`config.mk`:
```
export PLATFORM = sky130hd
export DESIGN_NAME = byte_ring_fifo_line_extract_top
export DESIGN_NICKNAME = d
export VERILOG_FILES = /design/src/rtl/core/brfle_pkg.sv /design/src/rtl/core/byte_ring_fifo_line_extract_top.sv /design/src/rtl/core/brfle_front.sv /design/src/rtl/core/brfle_back.sv
export SDC_FILE = /design/constraint.sdc
export NUM_CORES = 1
export LEC_CHECK = 0
export BUFFER_PORTS_ARGS = -buffer_cell sky130_fd_sc_hd__buf_2
export CORE_ASPECT_RATIO = 1.4
export CORE_MARGIN = 2
export CORE_UTILIZATION = 45
export DETAILED_ROUTE_END_ITERATION = 10
export HOLD_SLACK_MARGIN = 0.06
export PLACE_DENSITY_LB_ADDON = 0.08
export SLEW_MARGIN = 20
export SYNTH_ARGS = -nofsm -noshare
export SYNTH_HDL_FRONTEND = slang
export SYNTH_SLANG_ARGS = --single-unit
```
`constraint.sdc`:
```
create_clock -name i_clk -period 11.2 [get_ports i_clk]
set_input_delay 2.24 -clock i_clk [delete_from_list [all_inputs] [get_ports i_clk]]
set_output_delay 2.24 -clock i_clk [all_outputs]
set_load 0.03 [all_outputs]
```
`src/rtl/core/brfle_pkg.sv`:
```
// Types, codes and constants of the byte ring FIFO with line extraction.
`default_nettype none

package brfle_pkg;

    localparam int CAPACITY    = 63;
    localparam int SLOTS       = CAPACITY + 1;
    localparam int IDX_W       = (SLOTS > 1) ? $clog2(SLOTS) : 1;
    localparam int CNT_W       = 6;
    localparam int LEN_W       = 6;
    localparam int QUEUE_DEPTH = 2;
    localparam int QPTR_W      = $clog2(QUEUE_DEPTH);

    localparam logic [7:0] CH_CR  = 8'h0D;
    localparam logic [7:0] CH_LF  = 8'h0A;
    localparam logic [7:0] CH_NUL = 8'h00;

    localparam logic [1:0] REQ_WRITE = 2'd0;
    localparam logic [1:0] REQ_READ  = 2'd1;
    localparam logic [1:0] REQ_LINE  = 2'd2;
    localparam logic [1:0] REQ_CLEAR = 2'd3;

    localparam logic [1:0] ST_OK       = 2'd0;
    localparam logic [1:0] ST_NO_SPACE = 2'd1;
    localparam logic [1:0] ST_BAD_LEN  = 2'd2;
    localparam logic [1:0] ST_NO_LINE  = 2'd3;

    localparam int OP_W = 3;
    localparam logic [OP_W-1:0] OP_WRITE   = 3'd0;
    localparam logic [OP_W-1:0] OP_READ    = 3'd1;
    localparam logic [OP_W-1:0] OP_LINE    = 3'd2;
    localparam logic [OP_W-1:0] OP_CLEAR   = 3'd3;
    localparam logic [OP_W-1:0] OP_BAD_LEN = 3'd4;

    typedef struct packed {
        logic [1:0]       req_type;
        logic [7:0]       data_byte;
        logic [LEN_W-1:0] burst_length;
        logic             first_of_burst;
        logic [LEN_W-1:0] read_length;
    } t_req;

    typedef struct packed {
        logic [1:0]       status;
        logic             has_data;
        logic [7:0]       out_byte;
        logic             last;
        logic [CNT_W-1:0] fill_count;
        logic [CNT_W-1:0] free_count;
    } t_res;

    typedef struct packed {
        logic [OP_W-1:0]  op;
        logic [7:0]       data_byte;
        logic [LEN_W-1:0] burst_length;
        logic             first_of_burst;
        logic [LEN_W-1:0] read_length;
    } t_cmd;

endpackage

`default_nettype wire

```
`src/rtl/core/byte_ring_fifo_line_extract_top.sv`:
```
// A write, clear or error result is registered as the back end takes its command from the queue.
// Writes, clears and errors are handled in the idle state, so one such beat per cycle is taken
// while the result register is free or being read. A raw read of N bytes drains N result beats.
// A line read scans for CR, LF or NUL and drains the line, or gives a no-line result if none.
// Synchronous reset empties the ring, the command queue and the result register;
// ring storage is not cleared and needs no clearing pass.
`default_nettype none

module byte_ring_fifo_line_extract_top (
    input  wire logic            i_clk,
    input  wire logic            i_rst_n,
    input  wire logic            i_in_valid,
    output logic                 o_in_ready,
    input  wire brfle_pkg::t_req i_in_data,
    output logic                 o_out_valid,
    input  wire logic            i_out_ready,
    output brfle_pkg::t_res      o_out_data
);
    import brfle_pkg::*;

    logic w_cmd_valid;
    logic w_cmd_ready;
    t_cmd w_cmd;

    brfle_front u_front (
        .i_clk       (i_clk),
        .i_rst_n     (i_rst_n),
        .i_in_valid  (i_in_valid),
        .o_in_ready  (o_in_ready),
        .i_in_data   (i_in_data),
        .o_cmd_valid (w_cmd_valid),
        .i_cmd_ready (w_cmd_ready),
        .o_cmd       (w_cmd)
    );

    brfle_back u_back (
        .i_clk       (i_clk),
        .i_rst_n     (i_rst_n),
        .i_cmd_valid (w_cmd_valid),
        .o_cmd_ready (w_cmd_ready),
        .i_cmd       (w_cmd),
        .o_out_valid (o_out_valid),
        .i_out_ready (i_out_ready),
        .o_out_data  (o_out_data)
    );

endmodule

`default_nettype wire

```
`src/rtl/core/brfle_front.sv`:
```
// Front end: decodes each request beat into a command and queues it for the back end.
`default_nettype none

module brfle_front (
    input  wire logic            i_clk,
    input  wire logic            i_rst_n,
    input  wire logic            i_in_valid,
    output logic                 o_in_ready,
    input  wire brfle_pkg::t_req i_in_data,
    output logic                 o_cmd_valid,
    input  wire logic            i_cmd_ready,
    output brfle_pkg::t_cmd      o_cmd
);
    import brfle_pkg::*;

    t_cmd              w_cmd;
    t_cmd              r_buf [QUEUE_DEPTH];
    logic [QPTR_W-1:0] r_wp;
    logic [QPTR_W-1:0] r_rp;
    logic [QPTR_W:0]   r_count;
    logic              w_push;
    logic              w_pop;

    always_comb begin
        w_cmd.data_byte      = i_in_data.data_byte;
        w_cmd.burst_length   = i_in_data.burst_length;
        w_cmd.first_of_burst = i_in_data.first_of_burst;
        w_cmd.read_length    = i_in_data.read_length;
        case (i_in_data.req_type)
            REQ_WRITE: begin
                w_cmd.op = OP_WRITE;
            end
            REQ_READ: begin
                w_cmd.op = (i_in_data.read_length == '0) ? OP_BAD_LEN : OP_READ;
            end
            REQ_LINE: begin
                w_cmd.op = OP_LINE;
            end
            default: begin
                w_cmd.op = OP_CLEAR;
            end
        endcase
    end

    assign o_in_ready  = (r_count != (QPTR_W+1)'(QUEUE_DEPTH));
    assign o_cmd_valid = (r_count != '0);
    assign o_cmd       = r_buf[r_rp];
    assign w_push      = i_in_valid && o_in_ready;
    assign w_pop       = o_cmd_valid && i_cmd_ready;

    always_ff @(posedge i_clk) begin
        if (w_push) begin
            r_buf[r_wp] <= w_cmd;
        end
    end

    always_ff @(posedge i_clk) begin
        if (!i_rst_n) begin
            r_wp    <= '0;
            r_rp    <= '0;
            r_count <= '0;
        end else begin
            if (w_push) begin
                r_wp <= r_wp + 1'b1;
            end
            if (w_pop) begin
                r_rp <= r_rp + 1'b1;
            end
            if (w_push && !w_pop) begin
                r_count <= r_count + 1'b1;
            end else if (w_pop && !w_push) begin
                r_count <= r_count - 1'b1;
            end
        end
    end

endmodule

`default_nettype wire

```
`src/rtl/core/brfle_back.sv`:
```
// Back end: ring storage, burst admission, raw and line reads, and the result register.
`default_nettype none

module brfle_back (
    input  wire logic            i_clk,
    input  wire logic            i_rst_n,
    input  wire logic            i_cmd_valid,
    output logic                 o_cmd_ready,
    input  wire brfle_pkg::t_cmd i_cmd,
    output logic                 o_out_valid,
    input  wire logic            i_out_ready,
    output brfle_pkg::t_res      o_out_data
);
    import brfle_pkg::*;

    localparam logic [1:0] S_IDLE  = 2'd0;
    localparam logic [1:0] S_SCAN  = 2'd1;
    localparam logic [1:0] S_DRAIN = 2'd2;

    function automatic logic [IDX_W-1:0] f_advance(input logic [IDX_W-1:0] idx);
        return (idx == IDX_W'(SLOTS - 1)) ? '0 : idx + 1'b1;
    endfunction

    function automatic logic [CNT_W-1:0] f_fill(input logic [IDX_W-1:0] wr,
                                                input logic [IDX_W-1:0] rd);
        logic [IDX_W:0] diff;
        if (wr >= rd) begin
            diff = {1'b0, wr} - {1'b0, rd};
        end else begin
            diff = (IDX_W+1)'(SLOTS) - {1'b0, rd} + {1'b0, wr};
        end
        return CNT_W'(diff);
    endfunction

    logic [7:0]       r_mem [SLOTS];
    logic [7:0]       r_q;
    logic [1:0]       r_state, n_state;
    logic [IDX_W-1:0] r_wr, n_wr;
    logic [IDX_W-1:0] r_rd, n_rd;
    logic [IDX_W-1:0] r_ptr, n_ptr;
    logic             r_ba, n_ba;
    logic [CNT_W-1:0] r_cnt, n_cnt;
    logic             r_zero_last, n_zero_last;
    logic [CNT_W-1:0] r_fill_after, n_fill_after;
    logic             r_out_valid;
    t_res             r_out;
    t_res             w_res;
    logic             w_emit;
    logic             w_pop;
    logic             w_mem_we;
    logic             w_load_ok;
    logic [CNT_W-1:0] w_fill;
    logic [CNT_W-1:0] w_free;

    assign w_fill      = f_fill(r_wr, r_rd);
    assign w_free      = CNT_W'(CAPACITY) - w_fill;
    assign w_load_ok   = !r_out_valid || i_out_ready;
    assign o_cmd_ready = w_pop;
    assign o_out_valid = r_out_valid;
    assign o_out_data  = r_out;

    always_comb begin
        logic [1:0]       v_status;
        logic [CNT_W-1:0] v_cnt;
        logic [CNT_W-1:0] v_after;
        n_state      = r_state;
        n_wr         = r_wr;
        n_rd         = r_rd;
        n_ptr        = r_ptr;
        n_ba         = r_ba;
        n_cnt        = r_cnt;
        n_zero_last  = r_zero_last;
        n_fill_after = r_fill_after;
        w_pop        = 1'b0;
        w_emit       = 1'b0;
        w_mem_we     = 1'b0;
        w_res        = '0;
        v_status     = ST_OK;
        v_cnt        = '0;
        v_after      = w_fill;
        case (r_state)
            S_IDLE: begin
                n_ptr = r_rd;
                if (i_cmd_valid && w_load_ok) begin
                    w_pop = 1'b1;
                    case (i_cmd.op)
                        OP_WRITE: begin
                            if (i_cmd.first_of_burst) begin
                                if (i_cmd.burst_length == '0) begin
                                    v_status = ST_BAD_LEN;
                                    n_ba     = 1'b0;
                                end else if (i_cmd.burst_length > w_free) begin
                                    v_status = ST_NO_SPACE;
                                    n_ba     = 1'b0;
                                end else begin
                                    n_ba = 1'b1;
                                end
                            end else if (!r_ba) begin
                                v_status = ST_NO_SPACE;
                            end
                            if (v_status == ST_OK) begin
                                if (w_fill >= CNT_W'(CAPACITY)) begin
                                    v_status = ST_NO_SPACE;
                                end else begin
                                    w_mem_we = 1'b1;
                                    n_wr     = f_advance(r_wr);
                                    v_after  = w_fill + 1'b1;
                                end
                            end
                            w_emit = 1'b1;
                        end
                        OP_BAD_LEN: begin
                            v_status = ST_BAD_LEN;
                            w_emit   = 1'b1;
                        end
                        OP_READ: begin
                            v_cnt = (i_cmd.read_length < w_fill) ? i_cmd.read_length : w_fill;
                            if (v_cnt == '0) begin
                                w_emit = 1'b1;
                            end else begin
                                n_cnt        = v_cnt;
                                n_zero_last  = 1'b0;
                                n_fill_after = w_fill - v_cnt;
                                n_state      = S_DRAIN;
                            end
                        end
                        OP_LINE: begin
                            n_cnt   = '0;
                            n_state = S_SCAN;
                        end
                        OP_CLEAR: begin
                            n_wr    = '0;
                            n_rd    = '0;
                            n_ptr   = '0;
                            n_ba    = 1'b0;
                            v_after = '0;
                            w_emit  = 1'b1;
                        end
                        default: begin
                            w_emit = 1'b1;
                        end
                    endcase
                    w_res.status     = v_status;
                    w_res.last       = 1'b1;
                    w_res.fill_count = v_after;
                    w_res.free_count = CNT_W'(CAPACITY) - v_after;
                end
            end
            S_SCAN: begin
                if (r_cnt == w_fill) begin
                    n_ptr = r_rd;
                    if (w_load_ok) begin
                        w_emit           = 1'b1;
                        w_res.status     = ST_NO_LINE;
                        w_res.last       = 1'b1;
                        w_res.fill_count = w_fill;
                        w_res.free_count = w_free;
                        n_state          = S_IDLE;
                    end
                end else if (r_q == CH_CR || r_q == CH_LF || r_q == CH_NUL) begin
                    n_cnt        = r_cnt + 1'b1;
                    n_zero_last  = 1'b1;
                    n_fill_after = w_fill - (r_cnt + 1'b1);
                    n_ptr        = r_rd;
                    n_state      = S_DRAIN;
                end else begin
                    n_cnt = r_cnt + 1'b1;
                    n_ptr = f_advance(r_ptr);
                end
            end
            S_DRAIN: begin
                if (w_load_ok) begin
                    w_emit           = 1'b1;
                    w_res.status     = ST_OK;
                    w_res.has_data   = 1'b1;
                    w_res.last       = (r_cnt == CNT_W'(1));
                    w_res.out_byte   = (w_res.last && r_zero_last) ? CH_NUL : r_q;
                    w_res.fill_count = r_fill_after;
                    w_res.free_count = CNT_W'(CAPACITY) - r_fill_after;
                    n_rd             = f_advance(r_rd);
                    n_ptr            = f_advance(r_ptr);
                    n_cnt            = r_cnt - 1'b1;
                    if (w_res.last) begin
                        n_state = S_IDLE;
                    end
                end
            end
            default: begin
                n_state = S_IDLE;
            end
        endcase
    end

    always_ff @(posedge i_clk) begin
        if (w_mem_we) begin
            r_mem[r_wr] <= i_cmd.data_byte;
        end
        r_q <= r_mem[n_ptr];
    end

    always_ff @(posedge i_clk) begin
        if (w_emit) begin
            r_out <= w_res;
        end
        r_cnt        <= n_cnt;
        r_zero_last  <= n_zero_last;
        r_fill_after <= n_fill_after;
    end

    always_ff @(posedge i_clk) begin
        if (!i_rst_n) begin
            r_state     <= S_IDLE;
            r_wr        <= '0;
            r_rd        <= '0;
            r_ptr       <= '0;
            r_ba        <= 1'b0;
            r_out_valid <= 1'b0;
        end else begin
            r_state <= n_state;
            r_wr    <= n_wr;
            r_rd    <= n_rd;
            r_ptr   <= n_ptr;
            r_ba    <= n_ba;
            if (w_emit) begin
                r_out_valid <= 1'b1;
            end else if (i_out_ready) begin
                r_out_valid <= 1'b0;
            end
        end
    end

endmodule

`default_nettype wire

```
==> flow_summary.yaml, run 1 <==
yosys:
  synthMostInstantiatedCell: "edfxtp_1"
  yosysTopAreaCell: "edfxtp_1"
  yosys_warnings: 0
  yosysSeqAreaShare_pct: 67.7
  synth_ff_type: "edfxtp_1"
  ys_types: 92
  syn_avg_cell_area_um2: 13.2
  synth_nets: 2144
  yosysTopAreaCellShare_pct: 65.2
  syn-cell-area_mm2: 0.0275
  synth_top_cells_by_count: "edfxtp_1, nand2_1, mux2i_1, nor2_1, a21oi_1"
  postSynth.asyncResetShare_pct: 0
  ys_ff_latch: 632
  synth_edf_count: 597
  synth_area_leaders: "edfxtp_1, mux2i_1, nand2_1"
  synthCells: 2080
floorplanning:
  die_area_mm2: 0.0631
  boundaryPins: 53
  die_y_um: 296
  die_w_um: 213
  core_mm2: 0.0606
  rows: 107
  initial_utilization_pct: 45.3
global_route:
  antenna_found_initial: 0
  grt_max_degree: 80
  grt_pass1_wl_mm: 116
  grt_overflow: 0
  grtUsageTotal_pct: 25.2
  grt_pass1_vias: 17300
timing:
  slew_violations: 0
  final_hold_viol_count: 0
  period_share_pct: 60.7
  worstMarginPinSlew_ps: 1130
  fin_skew_ps: 22.5
  fin_crit_ps: 6800
  fin_setup_tns_ps: 0
  finalSetupViolations: 0
  fmax_mhz: 147
  slew_headroom_pct: 24.3
  rsz0062_at_grt: "false"
clock_network:
  htreeDepth: 2
  cts_tree: "built"
  post-cts-setup-buffer-count: 0
  ctsResizeCount: 0
  clk_path_buf_depth: 3
  root_buffer: "clkbuf_16"
  numCtsBuffers: 60
  clkSinkCount: 632
  clock_latency_ps: 630
  cts.clk_slew.worst_paths_ps: 70
  cts_hold_buf: 0
cells_and_area:
  nNetsFinal: 2178
  fillers: 5295
  stdcell_count: 2980
  multi_input_area_mm2: 0.00820
  layout.area.seq_mm2: 0.0186
  syn2layout_area_growth_pct: 10.7
  drive_above_1_share_pct: 10.6
hold_path:
  hold_class: "reg -> reg"
power:
  power_switching_mw: 2.49
  p_comb_share_pct: 29.7
  pwr-share-seq_pct: 42.6
  worst_ir_drop_vdd_v: 0.000131
  power_density_mw_per_mm2: 237
  clkPwrFrac_pct: 27.7
  p_sw_share_pct: 34.6
  p_int_mw: 4.71
  p_leak_nw: 10.4
worst_setup_path:
  crit_type: "reg -> reg"
  cp-start-kind: "register"
  cp_max_fo: 9
  end_kind: "register"
  cp.arrival_ps: 7040
  worstPathRequired_ps: 11440
route:
  via_per_inst: 5.90
  first_pass_iters: 5
  drtIter0Drc: 1573
  num_vias: 17600
  post_drt_wl_per_cell_um: 26.5
  post-route-drc-count: 0
  ant_nets: 0
  routed_wl_mm: 79.1
run:
  max_cap_viol_count: 0
place:
  place_inst: 2868
  dp_hpwl_mm: 51.0
  portBuffers: 52
  place_congestion: 0.962
run_status:
  status: "finished, final reports clean"
## per-layer routing
| layer | vias to the layer above | global-route usage [%] | routed length (um) |
|---|---|---|---|
| li1 | 7939 | - | - |
| met1 | 8837 | 30.9 | 30700 |
| met2 | 621 | 44.0 | 40200 |
| met3 | 188 | 3.24 | 4020 |
| met4 | 0 | 12.2 | 4120 |
| met5 | - | 0 | 0 |
## layout by cell type, fill, tap and decap left out, types with 9 or more instances in the layout
| master | count |
|---|---|
| a22oi_1 | 20 |
| clkinv_2 | 11 |
| a21oi_1 | 106 |
| a21boi_0 | 14 |
| clkbuf_16 | 61 |
| buf_2 | 52 |
| nor2_1 | 125 |
| buf_4 | 36 |
| a211oi_1 | 36 |
| nand2_1 | 312 |
| edfxtp_1 | 597 |
| mux2_2 | 21 |
| ha_1 | 35 |
| nand3_1 | 100 |
| o22ai_1 | 36 |
| dfxtp_1 | 35 |
| mux2i_1 | 131 |
| o21ai_0 | 33 |
| and3_1 | 22 |
| a311oi_1 | 9 |
| a311o_1 | 14 |
| and2_1 | 14 |
| clkbuf_1 | 11 |
| xor2_1 | 11 |
| o21a_1 | 11 |
| nand4_1 | 18 |
| xnor2_1 | 16 |
| nand2b_1 | 13 |
| clkinv_1 | 21 |
| inv_1 | 35 |
| nor3_1 | 24 |
## cell families (layout without fill, tap and decap cells)
family          Yosys count  after routing  share of synthesized area [%]
other cells               0              1                              0
xor+xnor                 29             29                           1.02
fa+ha+maj                37             37                           1.74
simple gates            692            692                           11.4
buf+inv                 157            239                           2.65
compound gates          378            378                           9.60
mux                     155            155                           5.85
flops                   632            632                           67.7
## power by group through the flow
stage	sequential [mW]	clock (mW)	combinational [mW]
after floorplan	3.15	0	1.34
after global placement	3.12	0	2.13
after detailed placement	3.12	0	2.15
after CTS	3.07	2.03	2.16
after global routing	3.08	2.12	2.30
final	3.07	2.00	2.14
## path summary, 6_finish.rpt
| kind | from | end | slack, ps | depth (start not counted) |
|---|---|---|---|---|
| setup / recovery | u_back.r_wr[0] | u_back.r_mem[45][5] | 4400 | 16 |
| hold / removal | u_front.r_rp | register | 520 | 2 |
| setup reg to reg | u_back.r_wr[0] | u_back.r_mem[45][5] | 4400 | 16 |
| hold reg to reg | u_front.r_rp | register | 520 | 2 |
## area by class of cell
cell class / count / share of cell area [%]
multi-input cells: 1291 / 26.9
clock buffers: 72 / 5.15
clock inverters: 38 / 1.09
repair buffers: 88 / 1.74
well taps: 817 / 3.36
diodes: 1 / 0.00822
inverters: 41 / 0.506
flip-flops and latches: 632 / 61.2
## per-stage QoR
step	area [um2]	hold WS, ps	worst slack [ps]	total power, mW	utilization [%]
global route	30400	556	4010	7.50	50.2
finish	30400	516	4400	7.21	50.2
detailed placement	28500	508	4230	5.27	47.0
global placement	28500	489	4310	5.25	47.0
floorplan	27500	477	6230	4.49	-
CTS	30400	519	4450	7.26	50.2
## worst max-delay path: stages, from the launching register on
cell and delay [ps]:
dfxtp_1 410, inv_1 170, ha_1 210, inv_1 70
fa_1 820, ha_1 340, nor2b_1 130, o21a_1 160
o21a_1 160, o21a_1 160, o21ai_0 140, a32oi_1 90
o31ai_1 620, nand3_1 470, nor2_1 480, nand3_1 910
nor2_1 1050
## state kept, by name, summed over array words and instances (netlist names), named ones only
| name | count |
|---|---|
| u_back.r_zero_last | 1 |
| u_back.r_state | 2 |
| u_back.o_out_data | 24 |
| u_back.r_wr | 6 |
| u_front.r_rp | 1 |
| u_back.r_ptr | 6 |
| u_back.r_cnt | 6 |
| u_front.r_count | 2 |
| u_back.r_fill_after | 6 |
| u_back.r_ba | 1 |
| u_front.r_wp | 1 |
| u_back.o_out_valid | 1 |
| u_back.r_mem | 512 |
| u_back.r_q | 8 |
| u_front.r_buf | 48 |
| u_back.r_rd | 6 |
Note: power is estimated with default switching activity, not from simulation.
==> run 2: changes to the inputs <==
clock period = 6.4 ns   (was 11.2 ns; I/O delays follow)
==> flow_summary.yaml, run 2 (same netlist as run 1, synthesis figures left out) <==
place:
  pre_cts_slack_ps: 962
  dp_hpwl_mm: 53.1
  place_area_mm2: 0.0293
  place_congestion: 0.966
  portBuffers: 52
  place_inst: 2965
route:
  post_drt_wl_per_cell_um: 25.8
  ant_nets: 0
  via_per_inst: 5.78
  post-route-drc-count: 0
  drtIter0Drc: 1474
  num_vias: 17800
  routed_wl_mm: 79.3
  first_pass_iters: 5
timing:
  final_hold_viol_count: 0
  fmax_mhz: 186
  rsz0062_at_grt: "false"
  worst_slack_ps: 1020
  hold_ws_ps: 520
  slew_headroom_pct: 24.4
  slew_violations: 0
  period_share_pct: 84.0
  fin_crit_ps: 5380
  worstMarginPinSlew_ps: 1130
  fin_setup_tns_ps: 0
  fin_skew_ps: 17.1
  finalSetupViolations: 0
power:
  p_comb_share_pct: 30.3
  p_int_mw: 8.34
  finalPower_mw: 12.7
  power_switching_mw: 4.36
  pwr-share-seq_pct: 42.4
  power_density_mw_per_mm2: 407
  worst_ir_drop_vdd_v: 0.000230
  clkPwrFrac_pct: 27.2
  p_leak_nw: 10.9
  p_sw_share_pct: 34.3
cells_and_area:
  final_common_cell: "edfxtp_1"
  stdcell_count: 3076
  drive_above_1_share_pct: 14.4
  utilization_pct: 51.4
  largest_reg_flops: 512
  nNetsFinal: 2275
  largest_register: "u_back.r_mem"
  layout_common_cells: "edfxtp_1, nand2_1, mux2i_1"
  design_area_mm2: 0.0312
  syn2layout_area_growth_pct: 13.4
worst_setup_path:
  timing.rr.start: "u_back.r_wr[0]"
  cp-start-kind: "register"
  worstPathRequired_ps: 6910
  cp_max_fo: 36
  crit_type: "reg -> reg"
  reg2reg_depth: 16
  cp.arrival_ps: 5880
  crit_start: "u_back.r_wr[0]"
  end_kind: "register"
global_route:
  grt_pass1_vias: 17700
  grt_max_degree: 65
  antenna_found_initial: 0
  grt_overflow: 0
  grtUsageTotal_pct: 25.3
  grt_pass1_wl_mm: 117
hold_path:
  min-delay-start: "u_front.r_rp"
  hold-path-cell-count: 2
  hold_class: "reg -> reg"
clock_network:
  clk_path_buf_depth: 3
  clkSinkCount: 632
  ctsResizeCount: 0
  cts_hold_buf: 0
  numCtsBuffers: 61
  post-cts-setup-buffer-count: 0
  root_buffer: "clkbuf_16"
  htreeDepth: 2
  clock_latency_ps: 620
  cts_tree: "built"
  cts.clk_slew.worst_paths_ps: 60
run:
  max_cap_viol_count: 0
floorplanning:
  initial_utilization_pct: 45.3
  boundaryPins: 53
  die_area_mm2: 0.0631
  die_y_um: 296
  rows: 107
  die_w_um: 213
  core_mm2: 0.0606
run_status:
  status: "finished, final reports clean"
-- run 2: changes by cell type in the layout (fill, tap and decap cells not counted) --
cell,before,now
inv_6,1,0
clkinv_2,11,16
clkbuf_16,61,62
buf_12,0,4
clkinv_1,21,19
clkbuf_1,11,12
inv_16,1,0
clkinvlp_4,3,0
bufinv_16,5,4
clkinv_8,0,1
buf_4,36,128
-- run 2: final timing paths --
path / end / slack [ps]
max: u_back.r_q[2] / 1020
min: u_front.r_rp / 520
max reg2reg: u_back.r_q[2] / 1020
min reg2reg: u_front.r_rp / 520
-- run 2: critical path, cell delays in order, from the launching register on --
cell	delay, ps
dfxtp_1	390
inv_1	130
ha_1	180
inv_1	60
fa_1	400
xor2_1	400
xnor2_1	170
nand3_1	110
or3_4	500
o21ai_0	390
and2_4	610
buf_12	330
mux2i_1	240
o22ai_1	100
a2111oi_1	690
a22oi_1	310
o2111a_1	200
-- run 2: per-layer routing --
layer  track usage, %  routed length (um)
met1             30.2               30400
met2             44.8               40700
met5                0                   0
met4             12.4                4220
met3             3.47                3950
-- run 2: power by group through the flow --
stage	sequential (mW)	combinational [mW]	clock (mW)
floorplan	5.52	2.34	0
global placement	5.48	3.84	0
detailed placement	5.48	3.86	0
CTS	5.39	3.88	3.52
global route	5.41	4.15	3.67
finish	5.39	3.85	3.46
-- run 2: layout make-up --
| type | instances | area [um2] |
|---|---|---|
| Clock inverter | 36 | 283 |
| Timing Repair Buffer | 184 | 1300 |
| Fill cell | 5248 | 29500 |
| Tap cell | 817 | 1020 |
| Sequential cell | 632 | 18600 |
| Inverter | 41 | 154 |
| Clock buffer | 74 | 1600 |
| Multi-Input combinational cell | 1291 | 8200 |
| Antenna cell | 1 | 2.50 |
